## config.mk

```make
export PLATFORM = sky130hd
export DESIGN_NAME = swrs_sweep
export DESIGN_NICKNAME = d
export VERILOG_FILES = /design/src/swrs_pkg.sv /design/src/swrs_sweep.sv
export SDC_FILE = /design/constraint.sdc
export NUM_CORES = 1
export LEC_CHECK = 0
export ABC_AREA = 1
export BUFFER_PORTS_ARGS = -buffer_cell sky130_fd_sc_hd__buf_2
export CORE_MARGIN = 5
export CORE_UTILIZATION = 56
export CTS_CLUSTER_SIZE = 25
export DETAILED_ROUTE_END_ITERATION = 10
export PLACE_DENSITY_LB_ADDON = 0.08
export SLEW_MARGIN = 20
export SYNTH_ARGS = -nofsm -noshare
export SYNTH_HDL_FRONTEND = slang
export SYNTH_SLANG_ARGS = --single-unit
export TNS_END_PERCENT = 10
```

## constraint.sdc

```tcl
create_clock -name clk -period 1.92 [get_ports clk]
set_input_delay 0.384 -clock clk [delete_from_list [all_inputs] [get_ports clk]]
set_output_delay 0.384 -clock clk [all_outputs]
set_load 0.005 [all_outputs]
```

## src/swrs_pkg.sv

```systemverilog
// ----------------------------------------------------------------------------
// swrs_pkg
// Shared types and fixed constants of the sliding-window rank-sum block.
// ----------------------------------------------------------------------------
package swrs_pkg;

    // U statistics are kept modulo 2^22 in half units
    localparam int U_W = 22;

    // Sequencer states
    typedef enum logic [3:0] {
        ST_CLR,
        ST_IDLE,
        ST_RD_OLD,
        ST_WR_OLD,
        ST_RD_NEW,
        ST_WR_NEW,
        ST_SWP_GO,
        ST_SWEEP,
        ST_ADJ,
        ST_FIN,
        ST_OUT
    } state_t;

    // Status of the histogram sweep unit
    typedef struct packed {
        logic busy;
        logic done;
    } sweep_stat_t;

endpackage

```

## src/swrs_sweep.sv

```systemverilog
// ----------------------------------------------------------------------------
// swrs_sweep
// Walks one histogram bin by bin and accumulates the doubled rank weights
// 2*|y > v| + |y == v| for the new and the old value at once.
// ----------------------------------------------------------------------------
module swrs_sweep #(
    parameter int VB = 10,
    parameter int CW = 11
) (
    input  logic                     clk,
    input  logic                     rst_n,
    input  logic                     start,
    input  logic [VB-1:0]            nv,
    input  logic [VB-1:0]            ov,
    input  logic [CW-1:0]            rdata,
    output logic [VB-1:0]            raddr,
    output logic [CW:0]              wn,
    output logic [CW:0]              wo,
    output swrs_pkg::sweep_stat_t    stat
);

    localparam logic [VB-1:0] LAST = {VB{1'b1}};

    logic [VB-1:0] cnt_reg;
    logic          issue_reg;
    logic          vld_reg;
    logic [VB-1:0] kd_reg;
    logic          done_reg;
    logic [CW:0]   wn_reg;
    logic [CW:0]   wo_reg;
    logic [CW:0]   h2;
    logic [CW:0]   h1;

    assign h1 = {1'b0, rdata};
    assign h2 = {rdata, 1'b0};

    // Issue addresses, then accumulate the registered read data of each returning bin
    always_ff @(posedge clk or negedge rst_n)
    begin
        if (!rst_n)
        begin
            cnt_reg   <= '0;
            issue_reg <= 1'b0;
            vld_reg   <= 1'b0;
            done_reg  <= 1'b0;
        end
        else
        begin
            done_reg <= vld_reg && (kd_reg == LAST);
            vld_reg  <= issue_reg;
            if (start)
            begin
                cnt_reg   <= '0;
                issue_reg <= 1'b1;
            end
            else if (issue_reg)
            begin
                cnt_reg <= cnt_reg + 1'b1;
                if (cnt_reg == LAST)
                begin
                    issue_reg <= 1'b0;
                end
            end
        end
    end

    always_ff @(posedge clk)
    begin
        kd_reg <= cnt_reg;
        if (start)
        begin
            wn_reg <= '0;
            wo_reg <= '0;
        end
        else if (vld_reg)
        begin
            if (kd_reg > nv)
            begin
                wn_reg <= wn_reg + h2;
            end
            else if (kd_reg == nv)
            begin
                wn_reg <= wn_reg + h1;
            end
            if (kd_reg > ov)
            begin
                wo_reg <= wo_reg + h2;
            end
            else if (kd_reg == ov)
            begin
                wo_reg <= wo_reg + h1;
            end
        end
    end

    assign raddr     = cnt_reg;
    assign wn        = wn_reg;
    assign wo        = wo_reg;
    assign stat.busy = issue_reg || vld_reg;
    assign stat.done = done_reg;

endmodule

```

==> results.md <==
- Layout cells sized above 1: 16.2%
- Post-synth EDFFs: 0
- Final worst setup slack: 0.149 ns
- Max FO, Critical Path: 5
- Clk pwr share: 32.8%
- Initial Utilization: 56.7%
- PD cells: 374 nW/um^2
- Clock Path Buffers: 2
- Drt initial violations: 205
- Sw frac: 32.0%
- Data arrival, critical path: 1.99 ns
- Initial antenna violation count: 0
- First-pass GRT wire length: 21500 microns
- Async set-or-reset flop fraction in the synthesized netlist: 27.7%
- Residual DRC: 0
- Mapped Area: 4870 sq um
- I/O pin cnt: 70
- Syn_nets: 878
- Slew Limit Fails: 0
- Slew at the pin closest to its max-slew limit: 0.366 ns
- Max Fclk: 564 MHz
- All-Layer GR Usage: 25.3%
- Critical path class: register to register
- Reg2reg start: wo[1]
- Die Y: 103 microns
- DR vias/cell: 5.25
- Status: complete, no violations
- Unrepaired setup endpoints after global routing: true
- Worst hold start: start
- Fill cells: 840
- Core Area: 8590 sq um
- Register bit total from synthesis: 47
- DR vias: 5127
- Area growth from synthesis to layout: 16.0%
- Fin area: 5650 sq um
- Synth cell types: 35
- Comb pwr share: 19.5%
- Final Hold Vio Count: 0
- Syn avg cell area: 6.27 sq um
- Yosys warns: 0
- Post-synthesis sequential area ratio: 20.7%
- Die area: 10700 sq um
- Post-Place Worst Slack: -0.108 ns
- GRT Residual Overflow: 0
- Tot Pwr: 0.00211 W
- Routed WL: 12900 microns
- Max cap viols: 0
- Drt pass-1 iters: 5
- Power share of the sequential group: 47.7%
- ANT nets after route: 0
- Top FF cell, synth: dfxtp_1
- Clock Sinks: 47
- Setup Viol. Count Final: 0
- Crit end category: register
- HP Class: primary input to register
- Psw: 0.000676 W
- DR WL/cell: 13.2 microns
- Slew HR: 75.6%
- VDD IR max: 0.277 mV
- Worst setup path startpoint: wo[1]
- Number of global-route vias before repair: 4818
- Die W: 103 microns
- Worst Skew: 0.0114 ns
- Root Buffer Master: clkbuf_8
- Largest net degree at the start of global routing: 22
- Worst skew pair latency: 0.32 ns
- Crit start category: register
- Crit share post-route: 92.3%
- Row count: 34
- Shortest period the worst path allows: 1.77 ns
- Ant diodes: 0
- P_int: 0.00144 W
- Data required, critical path: 2.13 ns
- Leak pwr: 3.40 nW
- Post-DP Area: 5470 sq um
- CTS H-tree depth: 2
- Synth Instances: 777
- Final nets: 969
- CTS tree: yes
- Port Buffers: 69
- Reg clk slew, reported paths: 0.10 ns
- GP Congestion: 0.932
- CTS buffer count: 5
- DP Wirelength: 10400 microns
==> metrics by stage <==
step	hold WS, ns	TNS [ns]	std cells	util (%)
after floorplan	0.0884	0	777	-
after global placement	0.283	-0.320	967	63.7
after detailed placement	0.290	-0.847	967	63.7
after CTS	0.312	0	976	65.0
after global routing	0.320	-0.00705	977	65.7
final	0.321	0	977	65.7
==> layer usage <==
metal  share of wire (%)  up-vias  GRT usage (%)
li1                    -     2661              -
met1                  44     2291           33.5
met2                  47      139           42.9
met3                 5.3       36           2.35
met4                 3.0        0           9.16
met5                   0        -              0
==> cells in the mapped netlist, types with 4 or more instances <==
cell type | number | area share [%]
xnor2_1 | 7 | 1.3
dfxtp_1 | 34 | 14
o21ai_0 | 5 | 0.51
a21oi_1 | 40 | 4.1
nand3b_1 | 5 | 0.77
ha_1 | 63 | 16
a21o_1 | 4 | 0.62
fa_1 | 4 | 1.6
nand4_1 | 15 | 1.9
dfrtp_1 | 13 | 6.7
nor2_1 | 83 | 6.4
nor3_1 | 5 | 0.51
nand2_1 | 235 | 18
xor2_1 | 13 | 2.3
o21ai_1 | 24 | 2.5
or2_2 | 4 | 0.51
nand3_1 | 63 | 6.5
inv_1 | 124 | 9.6
buf_6 | 6 | 1.4
nand2_2 | 6 | 0.77
==> power groups by stage <==
stage,registers [W],clock network (W),logic [W]
final,0.00101,0.000691,0.000412
after global routing,0.00101,0.000750,0.000470
after CTS,0.00101,0.000698,0.000409
after detailed placement,0.00103,0,0.000404
after global placement,0.00103,0,0.000392
after floorplan,0.00103,0,0.000260
==> path summary, 6_finish.rpt <==
path	endpoint	slack (ns)	cells after the start
max	wo[9]	0.15	12
min	raddr[4]	0.32	2
max reg2reg	wo[9]	0.15	12
min reg2reg	kd_reg[5]	0.44	0
max in group asynchronous	raddr[8]	1.22	2
min in group asynchronous	raddr[9]	0.47	2
==> kinds of logic (layout without fill, tap and decap cells) <==
group,count (synthesis),after routing,share of synthesized area (%)
AO/OA/AOI/OAI,80,80,8.82
AND/OR/NAND/NOR,426,426,37.5
adder cells (fa/ha/maj),67,67,17.8
buffers and inverters,137,229,11.6
XOR/XNOR,20,20,3.60
flip-flops,47,47,20.7
==> layout by cell type (no fill, tap or decap), types with 2 or more instances in the layout <==
| cell type | count |
|---|---|
| inv_1 | 124 |
| nor2_4 | 2 |
| a21oi_2 | 2 |
| nand4_1 | 15 |
| xor2_1 | 13 |
| nand2_2 | 6 |
| dfrtp_1 | 13 |
| buf_12 | 3 |
| o21bai_1 | 2 |
| ha_1 | 62 |
| a21o_1 | 4 |
| nand3_1 | 61 |
| nand3_2 | 5 |
| clkbuf_8 | 5 |
| fa_2 | 4 |
| nor3_1 | 5 |
| nand3b_1 | 5 |
| xnor2_1 | 7 |
| o21ai_0 | 5 |
| nand2_1 | 235 |
| o21ai_1 | 24 |
| a21oi_1 | 39 |
| dfxtp_2 | 7 |
| inv_8 | 2 |
| nor2_2 | 4 |
| buf_4 | 21 |
| or2_2 | 4 |
| dfxtp_1 | 27 |
| buf_2 | 69 |
| inv_2 | 3 |
| nor2_1 | 81 |
==> repair_timing <==
action,4_1_cts,5_1_grt
hold buffers,1,0
endpoints found under the hold margin,13,0
buffers inserted,0,1
gates resized for setup,0,18
endpoints found under the setup margin,0,20
==> worst max-delay path, cell delays in order, from the launching register on <==
cell and delay [ns]:
dfxtp_1 0.36, ha_1 0.25, fa_2 0.40, nand2_1 0.08, nand3_1 0.08, nand3_1 0.10
nand2_1 0.06, nand2_1 0.05, nand2_1 0.04, nand2_1 0.05, nand2_1 0.04, nor2_1 0.09
nor2_1 0.04
==> final cells by class <==
cell class	count	area (sq um)	area share [%]
Clock buffer	5	68.8	1.22
Clock inverter	3	31.3	0.554
Inverter	127	477	8.44
Multi-Input combinational cell	593	3350	59.3
Sequential cell	47	1010	18.0
Tap cell	108	135	2.39
Timing Repair Buffer	94	573	10.1
Note: power is estimated with default switching activity, not from simulation.
